==> src/design/fcc_ldu_pkg.sv <==
`default_nettype none

package fcc_ldu_pkg;

    localparam int DIR_COUNT = 12;
    localparam logic [3:0] NO_DIR = 4'd12;

    typedef enum logic [2:0] {
        OP_NEIGHBOR    = 3'd0,
        OP_REL_TO_ABS  = 3'd1,
        OP_ABS_TO_REL  = 3'd2,
        OP_UPDATE_REL  = 3'd3,
        OP_UPDATE_ABS  = 3'd4,
        OP_RESET_BASE  = 3'd5
    } op_t;

    typedef enum logic [1:0] {
        ST_OK          = 2'd0,
        ST_NOT_LATTICE = 2'd1,
        ST_BAD_DIR     = 2'd2
    } status_t;

    // trit: two-bit signed value in -1..1
    typedef logic [1:0] trit_t;
    typedef logic [2:0][1:0] vec3_t;
    typedef logic [2:0][2:0][1:0] mat3_t;

    typedef struct packed {
        logic [3:0] dir;
        status_t    status;
    } result_t;

    localparam trit_t TR_ZERO = 2'b00;
    localparam trit_t TR_POS  = 2'b01;
    localparam trit_t TR_NEG  = 2'b11;

    localparam mat3_t IDENTITY = 18'b01_00_00_00_01_00_00_00_01;

    function automatic logic [5:0] mk_row(input int a0, input int a1, input int a2);
        logic [31:0] w0;
        logic [31:0] w1;
        logic [31:0] w2;
        w0 = a0;
        w1 = a1;
        w2 = a2;
        return {w2[1:0], w1[1:0], w0[1:0]};
    endfunction

    function automatic mat3_t mk_mat(input logic [5:0] r0, input logic [5:0] r1,
                                     input logic [5:0] r2);
        return {r2, r1, r0};
    endfunction

    // neighbor vectors, element 0 is x
    function automatic vec3_t dir_vec(input logic [3:0] d);
        vec3_t v;
        unique case (d)
            4'd0:    v = {TR_ZERO, TR_POS,  TR_POS };
            4'd1:    v = {TR_POS,  TR_POS,  TR_ZERO};
            4'd2:    v = {TR_POS,  TR_ZERO, TR_POS };
            4'd3:    v = {TR_ZERO, TR_POS,  TR_NEG };
            4'd4:    v = {TR_POS,  TR_NEG,  TR_ZERO};
            4'd5:    v = {TR_POS,  TR_ZERO, TR_NEG };
            4'd6:    v = {TR_ZERO, TR_NEG,  TR_POS };
            4'd7:    v = {TR_NEG,  TR_POS,  TR_ZERO};
            4'd8:    v = {TR_NEG,  TR_ZERO, TR_POS };
            4'd9:    v = {TR_ZERO, TR_NEG,  TR_NEG };
            4'd10:   v = {TR_NEG,  TR_NEG,  TR_ZERO};
            4'd11:   v = {TR_NEG,  TR_ZERO, TR_NEG };
            default: v = {TR_ZERO, TR_ZERO, TR_ZERO};
        endcase
        return v;
    endfunction

    function automatic mat3_t dir_rot(input logic [3:0] d);
        mat3_t m;
        unique case (d)
            4'd1:    m = mk_mat(mk_row(0, 0, -1), mk_row(0, 1, 0), mk_row(1, 0, 0));
            4'd2:    m = mk_mat(mk_row(1, 0, 0), mk_row(0, 0, -1), mk_row(0, 1, 0));
            4'd3:    m = mk_mat(mk_row(0, -1, 0), mk_row(1, 0, 0), mk_row(0, 0, 1));
            4'd4:    m = mk_mat(mk_row(0, 0, -1), mk_row(-1, 0, 0), mk_row(0, 1, 0));
            4'd5:    m = mk_mat(mk_row(0, -1, 0), mk_row(0, 0, -1), mk_row(1, 0, 0));
            4'd6:    m = mk_mat(mk_row(0, 1, 0), mk_row(-1, 0, 0), mk_row(0, 0, 1));
            4'd7:    m = mk_mat(mk_row(0, 0, 1), mk_row(0, 1, 0), mk_row(-1, 0, 0));
            4'd8:    m = mk_mat(mk_row(1, 0, 0), mk_row(0, 0, 1), mk_row(0, -1, 0));
            4'd9:    m = mk_mat(mk_row(-1, 0, 0), mk_row(0, -1, 0), mk_row(0, 0, 1));
            4'd10:   m = mk_mat(mk_row(0, 0, 1), mk_row(-1, 0, 0), mk_row(0, -1, 0));
            4'd11:   m = mk_mat(mk_row(0, -1, 0), mk_row(0, 0, 1), mk_row(-1, 0, 0));
            default: m = IDENTITY;
        endcase
        return m;
    endfunction

    function automatic logic signed [2:0] tmul(input trit_t a, input trit_t b);
        logic signed [2:0] sa;
        logic signed [2:0] sb;
        sa = $signed({a[1], a});
        sb = $signed({b[1], b});
        return sa * sb;
    endfunction

    function automatic logic signed [2:0] dot3(input trit_t a0, input trit_t a1,
                                               input trit_t a2, input trit_t b0,
                                               input trit_t b1, input trit_t b2);
        return tmul(a0, b0) + tmul(a1, b1) + tmul(a2, b2);
    endfunction

    function automatic logic fits3(input logic signed [2:0] s);
        return (s >= -3'sd1) && (s <= 3'sd1);
    endfunction

    function automatic logic [3:0] classify(input vec3_t v, input logic fits);
        logic [3:0] code;
        code = NO_DIR;
        for (int d = 0; d < DIR_COUNT; d++)
        begin
            if (fits && (v == dir_vec(4'(d))))
            begin
                code = 4'(d);
            end
        end
        return code;
    endfunction

endpackage

`default_nettype wire

==> src/design/fcc_ldu_datapath.sv <==
`default_nettype none

module fcc_ldu_datapath #(
    parameter int COORD_BITS = 16
) (
    input  fcc_ldu_pkg::op_t                    op,
    input  logic [3:0]                          dir,
    input  logic [2:0][COORD_BITS-1:0]          first_pt,
    input  logic [2:0][COORD_BITS-1:0]          second_pt,
    input  fcc_ldu_pkg::mat3_t                  base,
    output fcc_ldu_pkg::result_t                res,
    output fcc_ldu_pkg::mat3_t                  base_next,
    output logic                                base_load
);

    import fcc_ldu_pkg::*;

    localparam logic signed [COORD_BITS:0] DIFF_MAX = {{COORD_BITS{1'b0}}, 1'b1};
    localparam logic signed [COORD_BITS:0] DIFF_MIN = {(COORD_BITS + 1){1'b1}};

    vec3_t             dv;
    mat3_t             rot;
    logic signed [COORD_BITS:0] diff [3];
    vec3_t             diff_v;
    logic              diff_fits;
    logic signed [2:0] rel_s [3];
    logic signed [2:0] abs_s [3];
    vec3_t             rel_v;
    vec3_t             abs_v;
    logic              rel_fits;
    logic              abs_fits;
    mat3_t             nb_rel;
    mat3_t             nb_abs;
    logic signed [2:0] nb_rel_s [3][3];
    logic signed [2:0] nb_abs_s [3][3];
    logic              bad_dir;
    logic [3:0]        code;

    assign dv      = dir_vec(dir);
    assign rot     = dir_rot(dir);
    assign bad_dir = (dir >= 4'(DIR_COUNT));

    // point difference, exact
    always_comb
    begin
        diff_fits = 1'b1;
        for (int i = 0; i < 3; i++)
        begin
            diff[i] = $signed({first_pt[i][COORD_BITS-1], first_pt[i]})
                    - $signed({second_pt[i][COORD_BITS-1], second_pt[i]});
            diff_v[i] = diff[i][1:0];
            diff_fits = diff_fits && (diff[i] >= DIFF_MIN) && (diff[i] <= DIFF_MAX);
        end
    end

    // direction mapping through the base
    always_comb
    begin
        rel_fits = 1'b1;
        abs_fits = 1'b1;
        for (int j = 0; j < 3; j++)
        begin
            rel_s[j] = dot3(dv[0], dv[1], dv[2], base[0][j], base[1][j], base[2][j]);
            abs_s[j] = dot3(base[j][0], base[j][1], base[j][2], dv[0], dv[1], dv[2]);
            rel_v[j] = rel_s[j][1:0];
            abs_v[j] = abs_s[j][1:0];
            rel_fits = rel_fits && fits3(rel_s[j]);
            abs_fits = abs_fits && fits3(abs_s[j]);
        end
    end

    // base products
    always_comb
    begin
        for (int i = 0; i < 3; i++)
        begin
            for (int j = 0; j < 3; j++)
            begin
                nb_rel_s[i][j] = dot3(rot[i][0], rot[i][1], rot[i][2],
                                      base[0][j], base[1][j], base[2][j]);
                nb_abs_s[i][j] = dot3(base[i][0], base[i][1], base[i][2],
                                      rot[j][0], rot[j][1], rot[j][2]);
                nb_rel[i][j] = nb_rel_s[i][j][1:0];
                nb_abs[i][j] = nb_abs_s[i][j][1:0];
            end
        end
    end

    always_comb
    begin
        res.dir    = NO_DIR;
        res.status = ST_OK;
        base_next  = base;
        base_load  = 1'b0;
        code       = NO_DIR;
        unique case (op)
            OP_NEIGHBOR:
            begin
                code       = classify(diff_v, diff_fits);
                res.dir    = code;
                res.status = (code == NO_DIR) ? ST_NOT_LATTICE : ST_OK;
            end
            OP_REL_TO_ABS:
            begin
                if (bad_dir)
                begin
                    res.status = ST_BAD_DIR;
                end
                else
                begin
                    code       = classify(rel_v, rel_fits);
                    res.dir    = code;
                    res.status = (code == NO_DIR) ? ST_NOT_LATTICE : ST_OK;
                end
            end
            OP_ABS_TO_REL:
            begin
                if (bad_dir)
                begin
                    res.status = ST_BAD_DIR;
                end
                else
                begin
                    code       = classify(abs_v, abs_fits);
                    res.dir    = code;
                    res.status = (code == NO_DIR) ? ST_NOT_LATTICE : ST_OK;
                end
            end
            OP_UPDATE_REL:
            begin
                if (bad_dir)
                begin
                    res.status = ST_BAD_DIR;
                end
                else
                begin
                    base_next = nb_rel;
                    base_load = 1'b1;
                end
            end
            OP_UPDATE_ABS:
            begin
                if (bad_dir)
                begin
                    res.status = ST_BAD_DIR;
                end
                else
                begin
                    base_next = nb_abs;
                    base_load = 1'b1;
                end
            end
            OP_RESET_BASE:
            begin
                base_next = IDENTITY;
                base_load = 1'b1;
            end
            default:
            begin
                res.dir = NO_DIR;
            end
        endcase
    end

endmodule

`default_nettype wire

==> src/design/fcc_lattice_direction_unit.sv <==
// channel | handshake             | payload
// in      | in_valid / in_ready   | opcode, direction, first_x/y/z, second_x/y/z
// out     | out_valid / out_ready | result_direction, status
//
// one item per cycle sustained while the output is not stalled
// an input register feeds one pass of base-matrix logic into the result register
// on a base update or reset the base matrix updates as the item moves into the result register
// rst_n clears valid flags and sets the base matrix to identity
// a stalled output holds its result while the input register still takes one item

`default_nettype none

module fcc_lattice_direction_unit #(
    parameter int COORD_BITS = 16
) (
    input  logic                         clk,
    input  logic                         rst_n,
    input  logic                         in_valid,
    output logic                         in_ready,
    input  logic [2:0]                   opcode,
    input  logic [3:0]                   direction,
    input  logic signed [COORD_BITS-1:0] first_x,
    input  logic signed [COORD_BITS-1:0] first_y,
    input  logic signed [COORD_BITS-1:0] first_z,
    input  logic signed [COORD_BITS-1:0] second_x,
    input  logic signed [COORD_BITS-1:0] second_y,
    input  logic signed [COORD_BITS-1:0] second_z,
    output logic                         out_valid,
    input  logic                         out_ready,
    output logic [3:0]                   result_direction,
    output logic [1:0]                   status
);

    import fcc_ldu_pkg::*;

    logic                        s1_valid_reg;
    op_t                         op_reg;
    logic [3:0]                  dir_reg;
    logic [2:0][COORD_BITS-1:0]  first_reg;
    logic [2:0][COORD_BITS-1:0]  second_reg;
    logic                        out_valid_reg;
    result_t                     res_reg;
    mat3_t                       base_reg;
    result_t                     res_next;
    mat3_t                       base_next;
    logic                        base_load;
    logic                        advance;
    logic                        in_xfer;
    logic [2:0]                  nz_row [3];

    assign advance  = s1_valid_reg && (!out_valid_reg || out_ready);
    assign in_ready = !s1_valid_reg || advance;
    assign in_xfer  = in_valid && in_ready;

    always_ff @(posedge clk or negedge rst_n)
    begin
        if (!rst_n)
        begin
            s1_valid_reg  <= 1'b0;
            out_valid_reg <= 1'b0;
            base_reg      <= IDENTITY;
        end
        else
        begin
            if (in_xfer)
            begin
                s1_valid_reg <= 1'b1;
            end
            else if (advance)
            begin
                s1_valid_reg <= 1'b0;
            end
            if (advance)
            begin
                out_valid_reg <= 1'b1;
            end
            else if (out_ready)
            begin
                out_valid_reg <= 1'b0;
            end
            if (advance && base_load)
            begin
                base_reg <= base_next;
            end
        end
    end

    always_ff @(posedge clk)
    begin
        if (in_xfer)
        begin
            op_reg     <= op_t'(opcode);
            dir_reg    <= direction;
            first_reg  <= {first_z, first_y, first_x};
            second_reg <= {second_z, second_y, second_x};
        end
        if (advance)
        begin
            res_reg <= res_next;
        end
    end

    fcc_ldu_datapath #(
        .COORD_BITS (COORD_BITS)
    ) u_datapath (
        .op        (op_reg),
        .dir       (dir_reg),
        .first_pt  (first_reg),
        .second_pt (second_reg),
        .base      (base_reg),
        .res       (res_next),
        .base_next (base_next),
        .base_load (base_load)
    );

    assign out_valid        = out_valid_reg;
    assign result_direction = res_reg.dir;
    assign status           = res_reg.status;

    always_comb
    begin
        for (int i = 0; i < 3; i++)
        begin
            nz_row[i] = {|base_reg[i][2], |base_reg[i][1], |base_reg[i][0]};
        end
    end

    // base stays a signed permutation
    assert property (@(posedge clk) disable iff (!rst_n)
        $onehot(nz_row[0]) && $onehot(nz_row[1]) && $onehot(nz_row[2]))
        else $error("base matrix is not a signed permutation");

    assert property (@(posedge clk) disable iff (!rst_n)
        advance |=> out_valid_reg)
        else $error("result lost after transfer into result register");

    assert property (@(posedge clk) disable iff (!rst_n)
        advance && (op_reg == OP_RESET_BASE) |=> (base_reg == IDENTITY))
        else $error("base reset did not restore identity");

    assert property (@(posedge clk) disable iff (!rst_n)
        out_valid_reg && (res_reg.status != ST_OK) |-> (res_reg.dir == NO_DIR))
        else $error("error status with a direction code");

    assert property (@(posedge clk) disable iff (!rst_n)
        s1_valid_reg && !advance |=> s1_valid_reg && $stable(op_reg) && $stable(dir_reg))
        else $error("held item changed in input register");

endmodule

`default_nettype wire
==> config.mk <==
export PLATFORM = sky130hd
export DESIGN_NAME = fcc_lattice_direction_unit
export DESIGN_NICKNAME = d
export VERILOG_FILES = /design/src/design/fcc_ldu_pkg.sv /design/src/design/fcc_ldu_datapath.sv /design/src/design/fcc_lattice_direction_unit.sv
export SDC_FILE = /design/constraint.sdc
export NUM_CORES = 1
export LEC_CHECK = 0
export ABC_AREA = 1
export BUFFER_PORTS_ARGS = -buffer_cell sky130_fd_sc_hd__buf_2
export CORE_MARGIN = 8
export CORE_UTILIZATION = 30
export DETAILED_ROUTE_END_ITERATION = 8
export PLACE_DENSITY_LB_ADDON = 0.2
export SETUP_SLACK_MARGIN = 0.2
export SYNTH_ARGS = -nofsm -noshare
export SYNTH_HDL_FRONTEND = slang
export SYNTH_SLANG_ARGS = --single-unit
==> constraint.sdc <==
create_clock -name clk -period 5.9 [get_ports clk]
set_input_delay 1.18 -clock clk [delete_from_list [all_inputs] [get_ports clk]]
set_output_delay 1.18 -clock clk [all_outputs]
set_load 0.02 [all_outputs]
==> results of run 1 <==
==> cell type report <==
| cell class | instances | area share |
|---|---|---|
| clock inverter | 9 | 0.0109 |
| sequential | 151 | 0.263 |
| tap | 607 | 0.0474 |
| timing repair buffer | 131 | 0.0436 |
| inverter | 383 | 0.0899 |
| clock buffer | 22 | 0.0277 |
| multi-input combinational | 1356 | 0.517 |
==> cell families after synthesis <==
group,after synthesis,synth area share
adder cells (fa/ha/maj),141,0.163
XOR/XNOR,150,0.0936
AND/OR/NAND/NOR,920,0.271
AO/OA/AOI/OAI,145,0.0588
flip-flops,151,0.299
buffers and inverters,423,0.114
==> Yosys cell counts (5+ instances only) <==
| cell type | count |
|---|---|
| inv_1 | 379 |
| xnor2_1 | 65 |
| buf_2 | 11 |
| nand3_1 | 104 |
| nand4_1 | 25 |
| edfxtp_1 | 109 |
| fa_1 | 72 |
| o22ai_1 | 5 |
| dfxtp_1 | 22 |
| a21oi_1 | 38 |
| nor4_1 | 6 |
| or2_2 | 11 |
| and2_1 | 5 |
| nand2_1 | 586 |
| ha_1 | 69 |
| nand2_2 | 6 |
| nand3b_1 | 9 |
| o21ai_1 | 10 |
| dfrtp_1 | 17 |
| o21ai_0 | 57 |
| a31oi_1 | 8 |
| nor2_1 | 129 |
| o41ai_1 | 6 |
| nor3_1 | 31 |
| xor2_1 | 84 |
| clkbuf_1 | 26 |
==> per-stage QoR <==
| step | setup slack [ps] | instances |
|---|---|---|
| after floorplan | 874 | 1930 |
| after global placement | 808 | 2628 |
| after detailed placement | 729 | 2628 |
| after CTS | 718 | 2659 |
| after global routing | 283 | 2659 |
| final | 736 | 2659 |
==> critical path, stage by stage (launching register included) <==
cell and delay [ps]:
dfxtp_1 640, nand2_1 180, fa_1 540, inv_1 80, ha_1 310, fa_1 500, inv_1 50, fa_1 420
xnor2_1 190, xor2_1 190, xnor2_1 150, inv_1 70, ha_1 290, inv_1 50, nor2_1 30, a221oi_1 200
nand2_1 130, nor2_4 150, inv_2 70, nor2_1 120, o21ai_0 130, nand3_2 110, nand2_1 50, nand2_1 70
nand2_1 60, a21oi_2 90, nand2_1 50
==> report_power, final <==
group          switching [mW]  total, mW  internal, mW
clock                   0.443       1.19         0.746
combinational            3.72       6.03          2.31
sequential              0.218       1.53          1.31
total                    4.38       8.75          4.37
==> metal layers <==
layer  vias up  global-route usage  share of wire
li1       6207                   -              -
met5         -                   0              0
met3        40              0.0264          0.044
met4         0              0.0346          0.015
met2       232               0.257           0.48
met1      5818               0.194           0.47
==> final timing paths <==
kind | cells after the start | start | endpoint | slack [ps]
hold reg to reg | 2 | s1_valid_reg | out_valid | 490
setup reg to reg | 26 | u_datapath.dv[5] | result_direction[3] | 740
hold / removal | 2 | s1_valid_reg | out_valid | 490
setup / recovery | 26 | u_datapath.dv[5] | result_direction[3] | 740
min in group asynchronous | 1 | rst_n | base_reg[7] | 720
max in group asynchronous | 1 | rst_n | base_reg[15] | 4780
==> out/results.ini, run 1 <==
[placement]
io_buffers=114
place_hpwl_mm=32.1
place_area_um2=15400
gp_congestion=0.883

[logic_synthesis]
yosysWarnings=0
ys_ff_latch=151
ys_async_sr_fraction=0.132
synth_top_area_cell=edfxtp_1
synth_edf_count=109
netlist_area_um2=14100
yosysTopAreaCellShare=0.232
ys.flop_type=edfxtp_1
ys_types=49
synthTopCellsByArea=edfxtp_1, nand2_1, fa_1
synth_cells=1930
syn_nets=2178
syn_area_per_cell_um2=7.31
seq_area_frac_synth=0.299

[routing]
wirelength_mm=40.2
via_count=12300
wl_per_cell_um=15.1
viasPerCell=4.62
drc=0
drtAntennaViolNets=0
firstDrtPassIters=7
drtIter0Drc=797

[cells_and_area]
finalInstanceArea_um2=16000
antenna_cells=0
final_cell_mix=nand2_1, inv_1, nor2_1, buf_2, edfxtp_1
multiInputGateArea_um2=8290
drive_above_1_share=0.0931
fillers=4976
synthToLayoutAreaGrowth_pct=13.5
regArea_um2=4220
final_util=0.345
layout_commonest_cell=nand2_1
nNetsFinal=2288

[die]
floorplan.die.width_um=233
core_um2=46500
pin_count=115
fp.dieH_um=233
rows=79
dieArea_um2=54300
start_util=0.304

[worst_setup_path]
startpoint_type=flip-flop
crit_fanout=11
end_kind=flip-flop
crit_arrival_ps=5380
setup.worst_path.class=flip-flop to flip-flop
crit_required_ps=6110

[clock_network]
insertion_delay_ps=460
postCtsSetupBuffers=0
ctsResizeCount=0
cts_tree=built
cts_buffer_depth=2
clk_pin_slew_ps=60
htree_num_levels=4
cts_buffers=17
numClockSinks=151
clockRootBuffer=clkbuf_16
cts.hold.buffers_added=0

[run]
drv_cap=0

[run_status]
outcome=completed

[power_and_ir_drop]
totalPowerFinal_mw=8.75
ir_worst_vdd_v=0.000442
leakage_nw=7.97
p_per_area_nw_per_um2=546

[timing]
finalClockSkew_ps=11.8
worst_pin_slew_ps=984
finalMaxSlewViolations=0
final-hold-violation-count=0
relSlewSlack=0.343
fmax_mhz=194
timing.final.crit_share=0.875
rsz0062_at_grt=false
whs_ps=487
tns_ps=0
finalSetupViolations=0
final.min_clock_period_ps=5160

[global_route]
grt_pass1_wl_mm=64.6
grt_pass1_vias=12400
grtUsageTotal=0.150
overflow=0
grt_start_max_net_pins=66
antenna_found_initial=1

[hold_path]
worstHoldPathType=flip-flop to flip-flop

Note: power is estimated with default switching activity, not from simulation.
==> run 2: changes to the inputs <==
- BUFFER_PORTS_ARGS: -buffer_cell sky130_fd_sc_hd__buf_2 -> unset
- DONT_BUFFER_PORTS: unset -> 1
==> run 2 against run 1 <==
Hold slack lost 77 ps. Highest routed layer is now met5. Clock power shrank 5%. Final cell count shrank 4.2%. Global-route usage shrank 0.18 points. Die area is the same. Power shrank 1.2%. Critical path depth grew 2. Cell area shrank 3.7%. Setup slack lost 42 ps. Via count shrank 4.2%. Combinational power shrank 1%. Fmax shrank 0.81%.
==> out/results.ini, run 2 (same netlist as run 1, synthesis figures left out) <==
[run_status]
outcome=completed

[timing]
finalMaxSlewViolations=0  ; unchanged
worst_pin_slew_ps=1130  ; +141 ps
rsz0062_at_grt=false
setup_slack_ps=694  ; -42.1 ps
relSlewSlack=0.242  ; -0.101
finalSetupViolations=0  ; unchanged
final.min_clock_period_ps=5210  ; +42.1 ps
timing.final.crit_share=0.882  ; +0.00713
final-hold-violation-count=0  ; unchanged
tns_ps=0  ; unchanged
fmax_mhz=192  ; -0.81%
finalClockSkew_ps=12.4  ; +0.637 ps

[worst_setup_path]
crit_top_cell=nand2_1
crit_required_ps=6120  ; about the same
crit_fanout=11  ; unchanged
startpoint_type=flip-flop
cp_slowest_cell=dfxtp_1
regToRegSetupSlack_ps=690  ; -40 ps
setup.worst_path.class=flip-flop to flip-flop
r2r_cells=28  ; +7.7%
cp_slowest_stage_delay_ps=630  ; about the same
r2r_end=result_direction[3]
crit_arrival_ps=5420  ; +40 ps
end_kind=flip-flop
reg2reg_from=u_datapath.dv[5]

[die]
fp.dieH_um=233  ; unchanged
core_um2=46500  ; unchanged
start_util=0.304  ; unchanged
pin_count=115  ; unchanged
rows=79  ; unchanged
dieArea_um2=54300  ; unchanged
floorplan.die.width_um=233  ; unchanged

[power_and_ir_drop]
internal_power_mw=4.24  ; -3.0%
power_frac_comb=0.690  ; about the same
leakage_nw=7.52  ; -5.7%
ir_worst_vdd_v=0.000300  ; -32%
p_clk_frac=0.130  ; -0.006
p_per_area_nw_per_um2=560  ; +2.6%
pwr-share-seq=0.179  ; +0.004
power_switching_mw=4.41  ; +0.65%
switching_share=0.510  ; +0.00921

[placement]
pre_cts_ws_ps=663  ; -66.1 ps
place_hpwl_mm=31.4  ; -2.0%
io_buffers=0  ; -100%
gp_congestion=0.866  ; -1.9%

[clock_network]
numClockSinks=151  ; unchanged
htree_num_levels=4  ; unchanged
cts_buffers=17  ; unchanged
cts_tree=built
postCtsSetupBuffers=0  ; unchanged
ctsResizeCount=0  ; unchanged
clk_pin_slew_ps=70  ; about the same
clockRootBuffer=clkbuf_16
cts_buffer_depth=2  ; unchanged
cts.hold.buffers_added=0  ; unchanged
insertion_delay_ps=460  ; about the same

[routing]
firstDrtPassIters=5  ; -2
drtIter0Drc=868  ; +8.9%
viasPerCell=4.63  ; about the same
wirelength_mm=39.3  ; -2.3%
wl_per_cell_um=15.4  ; +2.0%
drc=0  ; unchanged
drtAntennaViolNets=0  ; unchanged
via_count=11800  ; -4.2%

[global_route]
grt_pass1_wl_mm=63.2  ; -2.1%
grtUsageTotal=0.148  ; -0.00177
grt_start_max_net_pins=68  ; +3.0%
overflow=0  ; unchanged
grt_pass1_vias=11800  ; -5.4%
antenna_found_initial=2  ; +1

[cells_and_area]
final_cell_mix=nand2_1, inv_1, nor2_1, edfxtp_1, nand3_1
fillers=4963  ; -0.26%
regArea_um2=4220  ; unchanged
multiInputGateArea_um2=8290  ; unchanged
drive_above_1_share=0.0428  ; -0.0503
layout_commonest_cell=nand2_1
synthToLayoutAreaGrowth_pct=9.35
nNetsFinal=2174  ; -5.0%

[hold_path]
worstHoldPathType=input port to asynchronous set/reset pin

[run]
drv_cap=0  ; unchanged

==> run 2: power by group through the flow <==
stage,registers [mW],logic [mW],clock network (mW)
2_1_floorplan,1.44,4.84,0
3_3_place_gp,1.56,5.89,0
3_5_place_dp,1.57,6.03,0
4_1_cts,1.54,6.05,1.16
5_1_grt,1.57,6.87,1.20
6_report,1.55,5.97,1.13
==> run 2: worst max-delay path, delay by kind of cell (launching register included) <==
family,cells,cell delay (ps)
buffers and inverters,6,380
flip-flops,1,630
AO/OA/AOI/OAI,2,280
adder cells (fa/ha/maj),5,2080
AND/OR/NAND/NOR,12,1040
XOR/XNOR,3,560
==> run 2: metrics by stage <==
| step | hold slack, ps | area [um2] | power [mW] | util | instances |
|---|---|---|---|---|---|
| final | 410 | 15400 | 8.64 | 0.332 | 2547 |
| after floorplan | 461 | 14100 | 6.29 | - | 1930 |
| after global placement | 482 | 14800 | 7.46 | 0.319 | 2514 |
| after global routing | 380 | 15400 | 9.64 | 0.332 | 2547 |
| after CTS | 380 | 15400 | 8.75 | 0.332 | 2546 |
| after detailed placement | 508 | 14800 | 7.60 | 0.319 | 2514 |
==> run 2: area by class of cell <==
| class | count | share of cell area |
|---|---|---|
| antenna | 1 | 0.000162 |
| clock buffer | 21 | 0.0319 |
| clock inverter | 11 | 0.00697 |
| inverter | 383 | 0.0933 |
| multi-input combinational | 1356 | 0.537 |
| sequential | 151 | 0.273 |
| tap | 607 | 0.0492 |
| timing repair buffer | 17 | 0.00827 |
==> run 2: worst max-delay path by stage <==
stage / from / end / slack (ps) / cells past startpoint
2_1_floorplan: out_ready / u_datapath.dv[2] / 870 / 9
3_3_place_gp: u_datapath.dv[5] / result_direction[3] / 800 / 28
3_5_place_dp: u_datapath.dv[5] / result_direction[3] / 660 / 28
4_1_cts: u_datapath.dv[5] / result_direction[3] / 670 / 28
5_1_grt: u_datapath.dv[5] / result_direction[3] / 330 / 28
6_report: u_datapath.dv[5] / result_direction[3] / 690 / 28
==> run 2: layer usage <==
layer | share of wire | global-route usage | vias up | wire [um]
met2 | 0.47 | 0.251 | 249 | 18500
met3 | 0.042 | 0.0276 | 39 | 1660
met5 | 0.00033 | 0 | - | 13
li1 | - | - | 5981 | -
met4 | 0.019 | 0.0414 | 2 | 754
met1 | 0.47 | 0.190 | 5514 | 18400
